`src/sv/bbc_pkg.sv`:
```
`timescale 1ns / 1ps
// ----------------------------------------------------------------------------
// bbc_pkg: shared types and constants of the buffer cache tag table
// Entry layout, request and status codes, controller states and the
// command/status structs between controller and datapath.
// ----------------------------------------------------------------------------
package bbc_pkg;

    localparam int NUM_BUFFERS = 32;
    localparam int IDX_W       = (NUM_BUFFERS > 1) ? $clog2(NUM_BUFFERS) : 1;

    localparam logic [7:0] REFS_MAX = ~8'd0;

    typedef enum logic [1:0]
    {
        OP_READ    = 2'd0,
        OP_RELEASE = 2'd1,
        OP_PIN     = 2'd2,
        OP_UNPIN   = 2'd3
    } op_t;

    typedef enum logic [1:0]
    {
        ST_OK     = 2'd0,
        ST_NEW    = 2'd1,
        ST_NOFREE = 2'd2,
        ST_ERR    = 2'd3
    } status_t;

    typedef enum logic [2:0]
    {
        S_IDLE,
        S_SCAN,
        S_SINGLE,
        S_EVAL,
        S_COMMIT
    } state_t;

    typedef struct packed
    {
        logic [7:0]  dev;
        logic [31:0] blk;
        logic [7:0]  refs;
        logic [31:0] stamp;
    } entry_t;

    localparam int ENTRY_W = $bits(entry_t);

    typedef struct packed
    {
        logic load;
        logic scan_rd;
        logic single_rd;
        logic commit;
    } cmd_t;

    typedef struct packed
    {
        logic scan_last;
        logic out_busy;
    } stat_t;

endpackage

```
`src/sv/bbc_ram.sv`:
```
`timescale 1ns / 1ps
// ----------------------------------------------------------------------------
// bbc_ram: generic single-write, single-read RAM
// One write port, one read port, read data registered.
// ----------------------------------------------------------------------------
module bbc_ram #(
    parameter int WIDTH = 8,
    parameter int DEPTH = 32
) (
    input  logic                             clk,
    input  logic                             we,
    input  logic [$clog2(DEPTH)-1:0]         waddr,
    input  logic [WIDTH-1:0]                 wdata,
    input  logic [$clog2(DEPTH)-1:0]         raddr,
    output logic [WIDTH-1:0]                 rdata
);

    logic [WIDTH-1:0] mem_reg [DEPTH];

    always_ff @(posedge clk)
    begin
        if (we)
        begin
            mem_reg[waddr] <= wdata;
        end
        rdata <= mem_reg[raddr];
    end

endmodule

```
`src/sv/bbc_ctrl.sv`:
```
`timescale 1ns / 1ps
// ----------------------------------------------------------------------------
// bbc_ctrl: request sequencer
// Accepts a request, runs a full table scan for reads or a single entry
// fetch otherwise, then commits the update and result.
// ----------------------------------------------------------------------------
module bbc_ctrl (
    input  logic          clk,
    input  logic          rst_n,
    input  logic          s_tvalid,
    output logic          s_tready,
    input  bbc_pkg::op_t  op,
    output bbc_pkg::cmd_t cmd,
    input  bbc_pkg::stat_t stat
);
    import bbc_pkg::*;

    state_t state_reg;
    state_t state_next;

    always_ff @(posedge clk or negedge rst_n)
    begin
        if (!rst_n)
        begin
            state_reg <= S_IDLE;
        end
        else
        begin
            state_reg <= state_next;
        end
    end

    always_comb
    begin
        state_next = state_reg;
        cmd        = '0;
        s_tready   = 1'b0;
        case (state_reg)
            S_IDLE:
            begin
                s_tready = 1'b1;
                if (s_tvalid)
                begin
                    cmd.load   = 1'b1;
                    state_next = (op == OP_READ) ? S_SCAN : S_SINGLE;
                end
            end
            S_SCAN:
            begin
                cmd.scan_rd = 1'b1;
                if (stat.scan_last)
                begin
                    state_next = S_EVAL;
                end
            end
            S_SINGLE:
            begin
                cmd.single_rd = 1'b1;
                state_next    = S_EVAL;
            end
            S_EVAL:
            begin
                state_next = S_COMMIT;
            end
            S_COMMIT:
            begin
                if (!stat.out_busy)
                begin
                    cmd.commit = 1'b1;
                    state_next = S_IDLE;
                end
            end
            default:
            begin
                state_next = S_IDLE;
            end
        endcase
    end

endmodule

```
`src/sv/bbc_datapath.sv`:
```
`timescale 1ns / 1ps
// ----------------------------------------------------------------------------
// bbc_datapath: tag table storage, scan tracking and result register
// Holds the entry RAM with valid and filled bits, tracks first hit and
// oldest free entry during a scan, and forms the update and result.
// ----------------------------------------------------------------------------
module bbc_datapath (
    input  logic           clk,
    input  logic           rst_n,
    input  logic [79:0]    s_tdata,   // dev, block_number, entry_index, now_tick, pad
    input  bbc_pkg::op_t   s_tuser,   // op
    output logic           m_tvalid,
    input  logic           m_tready,
    output logic [15:0]    m_tdata,   // result_index, status, needs_fill, ref_count
    input  bbc_pkg::cmd_t  cmd,
    output bbc_pkg::stat_t stat
);
    import bbc_pkg::*;

    op_t              req_op_reg;
    logic [7:0]       req_dev_reg;
    logic [31:0]      req_blk_reg;
    logic [4:0]       req_idx_reg;
    logic [31:0]      req_now_reg;

    logic [IDX_W-1:0] cnt_reg;
    logic             pend_reg;
    logic [IDX_W-1:0] pend_idx_reg;
    logic [NUM_BUFFERS-1:0] valid_reg;
    logic [NUM_BUFFERS-1:0] filled_reg;

    logic             hit_reg;
    logic [IDX_W-1:0] hit_idx_reg;
    logic [7:0]       hit_refs_reg;
    logic [31:0]      hit_stamp_reg;
    logic             have_reg;
    logic [IDX_W-1:0] best_idx_reg;
    logic [31:0]      best_stamp_reg;
    entry_t           cur_reg;

    logic             out_valid_reg;
    logic [4:0]       out_idx_reg;
    status_t          out_st_reg;
    logic             out_fill_reg;
    logic [7:0]       out_refs_reg;

    logic [IDX_W-1:0]   raddr;
    logic [ENTRY_W-1:0] rdata;
    entry_t             ent;
    logic               is_read;
    logic               hit_take;
    logic               vic_take;

    logic               wr_en;
    logic [IDX_W-1:0]   wr_idx;
    entry_t             wr_ent;
    logic               wr_fill;
    logic [4:0]         res_idx;
    status_t            res_st;
    logic               res_fill;
    logic [7:0]         res_refs;
    logic [7:0]         r_dec;

    bbc_ram #(
        .WIDTH (ENTRY_W),
        .DEPTH (NUM_BUFFERS)
    ) u_ram (
        .clk   (clk),
        .we    (wr_en),
        .waddr (wr_idx),
        .wdata (wr_ent),
        .raddr (raddr),
        .rdata (rdata)
    );

    assign raddr   = cmd.single_rd ? IDX_W'(req_idx_reg) : cnt_reg;
    assign ent     = valid_reg[pend_idx_reg] ? entry_t'(rdata) : '0;
    assign is_read = (req_op_reg == OP_READ);

    assign hit_take = pend_reg && is_read && !hit_reg
                      && (ent.dev == req_dev_reg) && (ent.blk == req_blk_reg);
    assign vic_take = pend_reg && is_read && (ent.refs == 8'd0)
                      && (!have_reg || (ent.stamp < best_stamp_reg));

    assign stat.scan_last = (cnt_reg == IDX_W'(NUM_BUFFERS - 1));
    assign stat.out_busy  = out_valid_reg && !m_tready;

    assign r_dec = cur_reg.refs - 8'd1;

    always_comb
    begin
        wr_en    = 1'b0;
        wr_idx   = IDX_W'(req_idx_reg);
        wr_ent   = cur_reg;
        wr_fill  = 1'b0;
        res_idx  = req_idx_reg;
        res_st   = ST_OK;
        res_fill = 1'b0;
        res_refs = 8'd0;
        if (is_read)
        begin
            if (hit_reg)
            begin
                res_idx = 5'(hit_idx_reg);
                wr_idx  = hit_idx_reg;
                if (hit_refs_reg == REFS_MAX)
                begin
                    res_st   = ST_ERR;
                    res_refs = REFS_MAX;
                end
                else
                begin
                    wr_en    = cmd.commit;
                    wr_fill  = cmd.commit;
                    wr_ent   = '{dev: req_dev_reg, blk: req_blk_reg,
                                 refs: hit_refs_reg + 8'd1, stamp: hit_stamp_reg};
                    res_fill = !filled_reg[hit_idx_reg];
                    res_refs = hit_refs_reg + 8'd1;
                end
            end
            else if (have_reg)
            begin
                res_idx  = 5'(best_idx_reg);
                res_st   = ST_NEW;
                res_fill = 1'b1;
                res_refs = 8'd1;
                wr_idx   = best_idx_reg;
                wr_en    = cmd.commit;
                wr_fill  = cmd.commit;
                wr_ent   = '{dev: req_dev_reg, blk: req_blk_reg,
                             refs: 8'd1, stamp: best_stamp_reg};
            end
            else
            begin
                res_idx = 5'd0;
                res_st  = ST_NOFREE;
            end
        end
        else if (32'(req_idx_reg) >= NUM_BUFFERS)
        begin
            res_st = ST_ERR;
        end
        else if (req_op_reg == OP_PIN)
        begin
            if (cur_reg.refs == REFS_MAX)
            begin
                res_st   = ST_ERR;
                res_refs = REFS_MAX;
            end
            else
            begin
                wr_en       = cmd.commit;
                wr_ent.refs = cur_reg.refs + 8'd1;
                res_refs    = cur_reg.refs + 8'd1;
            end
        end
        else
        begin
            if (cur_reg.refs == 8'd0)
            begin
                res_st = ST_ERR;
            end
            else
            begin
                wr_en       = cmd.commit;
                wr_ent.refs = r_dec;
                res_refs    = r_dec;
                if ((req_op_reg == OP_RELEASE) && (r_dec == 8'd0))
                begin
                    wr_ent.stamp = req_now_reg;
                end
            end
        end
    end

    always_ff @(posedge clk or negedge rst_n)
    begin
        if (!rst_n)
        begin
            cnt_reg       <= '0;
            pend_reg      <= 1'b0;
            valid_reg     <= '0;
            filled_reg    <= '0;
            hit_reg       <= 1'b0;
            have_reg      <= 1'b0;
            out_valid_reg <= 1'b0;
        end
        else
        begin
            pend_reg <= cmd.scan_rd || cmd.single_rd;
            if (cmd.load)
            begin
                cnt_reg  <= '0;
                hit_reg  <= 1'b0;
                have_reg <= 1'b0;
            end
            else
            begin
                if (cmd.scan_rd)
                begin
                    cnt_reg <= cnt_reg + 1'b1;
                end
                if (hit_take)
                begin
                    hit_reg <= 1'b1;
                end
                if (vic_take)
                begin
                    have_reg <= 1'b1;
                end
            end
            if (wr_en)
            begin
                valid_reg[wr_idx] <= 1'b1;
            end
            if (wr_fill)
            begin
                filled_reg[wr_idx] <= 1'b1;
            end
            if (cmd.commit)
            begin
                out_valid_reg <= 1'b1;
            end
            else if (m_tready)
            begin
                out_valid_reg <= 1'b0;
            end
        end
    end

    always_ff @(posedge clk)
    begin
        if (cmd.load)
        begin
            req_op_reg  <= s_tuser;
            req_dev_reg <= s_tdata[7:0];
            req_blk_reg <= s_tdata[39:8];
            req_idx_reg <= s_tdata[44:40];
            req_now_reg <= s_tdata[76:45];
        end
        if (cmd.scan_rd || cmd.single_rd)
        begin
            pend_idx_reg <= raddr;
        end
        if (pend_reg)
        begin
            cur_reg <= ent;
        end
        if (hit_take)
        begin
            hit_idx_reg   <= pend_idx_reg;
            hit_refs_reg  <= ent.refs;
            hit_stamp_reg <= ent.stamp;
        end
        if (vic_take)
        begin
            best_idx_reg   <= pend_idx_reg;
            best_stamp_reg <= ent.stamp;
        end
        if (cmd.commit)
        begin
            out_idx_reg  <= res_idx;
            out_st_reg   <= res_st;
            out_fill_reg <= res_fill;
            out_refs_reg <= res_refs;
        end
    end

    assign m_tvalid = out_valid_reg;
    assign m_tdata  = {out_refs_reg, out_fill_reg, out_st_reg, out_idx_reg};

    // commit never overwrites a result still waiting downstream
    assert property (@(posedge clk) disable iff (!rst_n)
        cmd.commit |-> !(out_valid_reg && !m_tready))
        else $error("commit while result pending");

    assert property (@(posedge clk) disable iff (!rst_n)
        cmd.commit |=> out_valid_reg)
        else $error("commit did not raise result valid");

    assert property (@(posedge clk) disable iff (!rst_n)
        (pend_reg && !is_read) |-> (pend_idx_reg == IDX_W'(req_idx_reg)))
        else $error("single fetch used wrong entry");

    assert property (@(posedge clk) disable iff (!rst_n)
        wr_en |-> (cmd.commit && !pend_reg))
        else $error("table write outside commit");

endmodule

```
`src/sv/block_buffer_cache_lru.sv`:
```
`timescale 1ns / 1ps
// ----------------------------------------------------------------------------
// block_buffer_cache_lru: buffer cache tag table with LRU replacement
// Reference-counted tag table; reads look up or allocate, release/pin/unpin
// adjust counts.
// ----------------------------------------------------------------------------
// One request at a time. A read scans every entry through the single read
// port of the tag RAM, one entry per cycle, to find the lowest matching tag
// and the oldest unreferenced entry. Release, pin and unpin fetch one entry.
// The result sits in an output register, so a new request is taken the cycle
// after the previous one has committed. Commit waits while a prior result is
// still not taken. Table state is zero after reset through per-entry valid
// bits, with no clearing pass.
module block_buffer_cache_lru (
    input  logic          clk,
    input  logic          rst_n,
    input  logic          s_tvalid,
    output logic          s_tready,
    input  logic [79:0]   s_tdata,   // dev[7:0], block_number[39:8], entry_index[44:40],
                                     // now_tick[76:45], zero pad
    input  logic [1:0]    s_tuser,   // op[1:0]
    output logic          m_tvalid,
    input  logic          m_tready,
    output logic [15:0]   m_tdata    // result_index[4:0], status[6:5], needs_fill[7],
                                     // ref_count[15:8]
);
    import bbc_pkg::*;

    cmd_t  cmd;
    stat_t stat;
    op_t   op;

    assign op = op_t'(s_tuser);

    bbc_ctrl u_ctrl (
        .clk      (clk),
        .rst_n    (rst_n),
        .s_tvalid (s_tvalid),
        .s_tready (s_tready),
        .op       (op),
        .cmd      (cmd),
        .stat     (stat)
    );

    bbc_datapath u_dp (
        .clk      (clk),
        .rst_n    (rst_n),
        .s_tdata  (s_tdata),
        .s_tuser  (op),
        .m_tvalid (m_tvalid),
        .m_tready (m_tready),
        .m_tdata  (m_tdata),
        .cmd      (cmd),
        .stat     (stat)
    );

endmodule

```
`config.mk`:
```
export PLATFORM = sky130hd
export DESIGN_NAME = block_buffer_cache_lru
export DESIGN_NICKNAME = d
export VERILOG_FILES = /design/src/sv/bbc_pkg.sv /design/src/sv/bbc_ram.sv /design/src/sv/bbc_ctrl.sv /design/src/sv/bbc_datapath.sv /design/src/sv/block_buffer_cache_lru.sv
export SDC_FILE = /design/constraint.sdc
export NUM_CORES = 2
export LEC_CHECK = 0
export ABC_AREA = 1
export BUFFER_PORTS_ARGS = -buffer_cell sky130_fd_sc_hd__buf_2
export CAP_MARGIN = 20
export CORE_ASPECT_RATIO = 2
export CORE_MARGIN = 2
export CORE_UTILIZATION = 40
export DETAILED_ROUTE_END_ITERATION = 6
export GPL_ROUTABILITY_DRIVEN = 0
export SLEW_MARGIN = 20
export SYNTH_ARGS = -nofsm -noshare
export SYNTH_HDL_FRONTEND = slang
export SYNTH_SLANG_ARGS = --single-unit
```
`constraint.sdc`:
```
create_clock -name clk -period 15.51 [get_ports clk]
set_input_delay 3.102 -clock clk [delete_from_list [all_inputs] [get_ports clk]]
set_output_delay 3.102 -clock clk [all_outputs]
set_load 0.005 [all_outputs]
```
# Yosys cells after proc, flatten, opt, wreduce, memory -nomap -nowiden
# Memories as Yosys holds them, arrays and structs flattened. A register that Yosys moved wholly into a read port is not among the register bits.
# Index checks and enable logic that the tools add are counted.
# classes
mux,71
n_addsub,4
eq_ne,14
n_lt_le_gt_ge,5
reduce_logical,26
bitwise_logic,2
# op_table
op,n
80-bit two-way mux,4
40-bit two-way mux,3
32-bit two-way mux,2
8-bit two-way mux,8
32-bit OR,2
5-bit two-way mux,9
32-bit == test,1
32-bit less-than comparator,1
1-bit two-way mux,30
8-bit zero test,3
5-bit by 6-bit less-than comparator with 1-bit output (second input constant),3
8-bit by 1-bit adder with 8-bit output (second input constant),2
8-bit == test (second input constant),2
2-bit two-way mux,8
3-bit case mux with 5 select lines,1
1-bit binary-select mux with 5-bit select,2
1-bit logical AND,9
3-bit two-way mux,3
8-bit == test,1
2-bit nonzero test,4
8-bit by 1-bit subtractor with 8-bit output (second input constant),1
3-bit by 2-bit == test with 1-bit output (second input constant),2
2-bit inequality test (second input constant),3
5-bit by 1-bit adder with 5-bit output (second input constant),1
12 further kinds,17
# word_totals
output_inout_bits,18
ram_bits,2560
mem_count,1
regBits,338
input_bits,86
word_cells,150
# mem_list
memory,words,width,rd,rd_clocked_by_memory_dff,wr,line,text
u_dp.u_ram.mem_reg,32,80,1,1,1,bbc_ram.sv:18,logic [WIDTH-1:0] mem_reg [DEPTH];

# Logic depth before layout (Yosys ltp)
# logic_depth
word_depth,9
ltp_mapped,26

# By module
# Synthesis repeated with hierarchy kept, for this count alone.
# hier_totals
cells_unflattened,10132
hier_area_um2,120181.5
# modules_own_cells
mod,cells_each,n_inst,seq_area_each_um2,area_each_um2
bbc_ram,8450,1,78475.3,103574.3
bbc_datapath,1651,1,9694.3,16389.5
bbc_ctrl,31,1,75.1,217.7

# Worst setup path after synthesis
# No wires, ideal clock.
# synth_path
kind,input to register
start,input port m_tready
end,"memory u_dp.u_ram.mem_reg[0][0] (netlist bit), enable pin"
t_arrival_ns,7.379
n_path_buf,1
stages,7
slack_ns,7.611
setup_time_ns,0.520
required_ns,14.990
path_cell_list,nor2_1 > inv_1 > nand2_1 > inv_1 > nand3_2 > buf_4 > nor2_1
# synth_rtl
element,line,text
start: declaration,block_buffer_cache_lru.sv:23,"input logic m_tready,"
end: declaration,bbc_ram.sv:18,

==> metrics.cfg <==
[worst_setup_path]
path_delay_family=buffers and inverters
r2r.worst_path.cells=17
critPathRequiredTime_ps=15960
cp_num_cells=10
cp-end-kind=flop
timing.critical_path.buf_inv=6
crit_type=input pin to flop
cp.arrival_ps=7430
cpPeakStageDelay_ps=910
crit_fanout=34
critPathLaunchType=input pin
crit_chain=buf_2 > nor2_1 > inv_1 > nand2_1 > inv_1 > nand3_4 > buf_4 > nor2_4 > buf_4 > buf_4
crit_slowest_cell=nor2_4
path_common_cell=buf_4
reg2reg_slack_ps=8800

[clocking]
clk_path_buf_depth=4
numCtsBuffers=287
clk_pin_slew_worst_paths_ps=60
post-cts-setup-buffers=0
clock_latency_ps=850
cts_resized=0
clock_sinks=2978
cts_hold_buf=0
cts_root_buf=clkbuf_16
h-tree-depth=5
tritoncts=done

[power_and_ir_drop]
p_per_area_nw_per_um2=215
ir_worst_vdd_v=0.000188
total_power_mw=28.3
leakagePower_nw=43.6

[placed_design]
dp.final_hpwl_mm=154
dpl_cell_area_um2=122000
placed_cells=12528
post-place-ws_ps=7650
portBuffers=100

[final_layout]
fin_util_pct=45.2
nNetsFinal=9126
mostFrequentLayoutCells=edfxtp_1 (2822), nor2_1 (1699), o21ai_0 (1657)
final_area_um2=132000
area_growth_pct=12.6
final_common_cell=edfxtp_1
drive_gt1_share_pct=8.97
largest_reg_flops=2560
finalNonFillerCells=13043

[yosys]
ys_ff_latch=2978
synth_edf_count=2822
synthCells=9036
ys_seq_area_share_pct=75.4
async_reset_ff_share_pct=2.55
syn-num-nets=9162
ys_types=53
netlist_area_um2=117000
yosys_warnings=0
syn_avg_cell_area_um2=13.0
synth_top_flop_cell=edfxtp_1

[route]
first_iter_violations=8187
drcViolationCount=0
routed_wl_mm=333
ant_nets=0
avgRoutedWirePerCell_um=25.5
dr.pass1.iters=6
num_vias=74993
via_per_inst=5.75

[timing]
slew_headroom_pct=20.4
fin_ws_ps=8530
period_needed_ps=6980
rsz0062_at_grt=no
tightestPinTransition_ps=1190
clock_skew_ps=43.0
fmax_ghz=0.143
whs_ps=455
period_share_pct=45.0
slew_violations=0
setup_violations=0
hold_viol_final=0
tns_ps=0

[global_route]
grt_usage_pct=21.7
grt_max_degree=192
grt_pass1_wl_mm=483
overflow=0
grt_pass1_vias=71639
antenna_found_initial=4

[die]
ios=104
fp.coreArea_um2=292000
num_rows=281
die_w_um=387
start_util_pct=40.1
dieHeight_um=769
die-area_um2=297000

[run_status]
outcome=complete, no violations

[job]
maxCapViolCount=0

[hold_path]
hold_path.class=flop to flop
hold_depth=2

-- worst register-to-register path, stage by stage (launching register included) --
cell and delay, ps:
dfrtp_1 370, inv_1 70, nand2_1 70, nor2_2 190, nand2_1 130, o21ai_4 110
buf_4 650, buf_4 950, buf_4 720, buf_4 780, buf_4 750, buf_4 830
o21ai_0 250, o22ai_1 220, o21ai_0 100, o22ai_1 250, nand2_1 110, nand2_1 110
-- metal layers --
metal  GRT usage, %  up-vias  routed length [um]
met5              0        -                   0
met3           2.74      598               25900
met4           7.12        0               11400
met2           36.4     3284              160000
met1           29.2    37856              136000
li1               -    33255                   -
-- power breakdown --
part	leakage [nW]	internal, mW	total, mW	switching [mW]
registers	27.2	10.5	10.8	0.256
logic	11.7	2.76	10.4	7.67
clock network	4.60	4.12	7.08	2.96
total	43.6	17.4	28.3	10.9
-- synthesized netlist by cell type (all sizes together), types with 19 or more instances --
cell    instances  area share (%)
dfxtp          80             1.4
o22ai         714             3.8
edfxtp       2822              72
nand3          70            0.31
o221ai         65            0.49
xor2           25            0.19
nand4          19            0.10
nor2         1743             5.6
mux2i          31            0.27
clkbuf        475             1.5
nand2         528             1.7
dfrtp          76             1.6
or2            34            0.18
a32oi          32            0.24
buf           128            0.59
o211ai         46            0.29
ha             40            0.43
a21oi          41            0.18
o21bai         20            0.13
a31oi          27            0.14
o21ai        1703             7.3
inv           270            0.87
-- cells by family (layout without fill, tap and decap cells) --
| logic type | count (synthesis) | after routing | share of synthesized area, % |
|---|---|---|---|
| DFF | 2978 | 2978 | 75.4 |
| muxes | 31 | 31 | 0.265 |
| xor gates and xnor gates | 28 | 28 | 0.216 |
| adders and majority gates | 40 | 40 | 0.428 |
| and+or+nand+nor | 2421 | 2421 | 8.05 |
| buffers and inverters | 874 | 1060 | 2.99 |
| AOI/OAI and AO/OA | 2664 | 2664 | 12.7 |
| other | 0 | 1 | 0 |
-- cell type report --
class / instances / area, um2
repair buffers: 278 / 2210
multi-input cells: 5184 / 26100
diodes: 1 / 2.50
inverters: 271 / 1060
fillers: 25865 / 160000
well taps: 3820 / 4780
clock buffers: 388 / 8000
clock inverters: 123 / 1400
flip-flops and latches: 2978 / 88200
-- final timing paths --
kind,endpoint,start
worst max-delay path,u_dp.u_ram.mem_reg[14][41],m_tready
worst min-delay path,u_dp.filled_reg[13],u_dp.filled_reg[13]
worst max register to register,u_dp.u_ram.rdata[56],u_ctrl.state_reg[2]
worst min register to register,u_dp.filled_reg[13],u_dp.filled_reg[13]
max in group asynchronous,u_dp.pend_reg,rst_n
min in group asynchronous,u_dp.have_reg,rst_n
No activity file was read; power rests on OpenSTA's default activity.
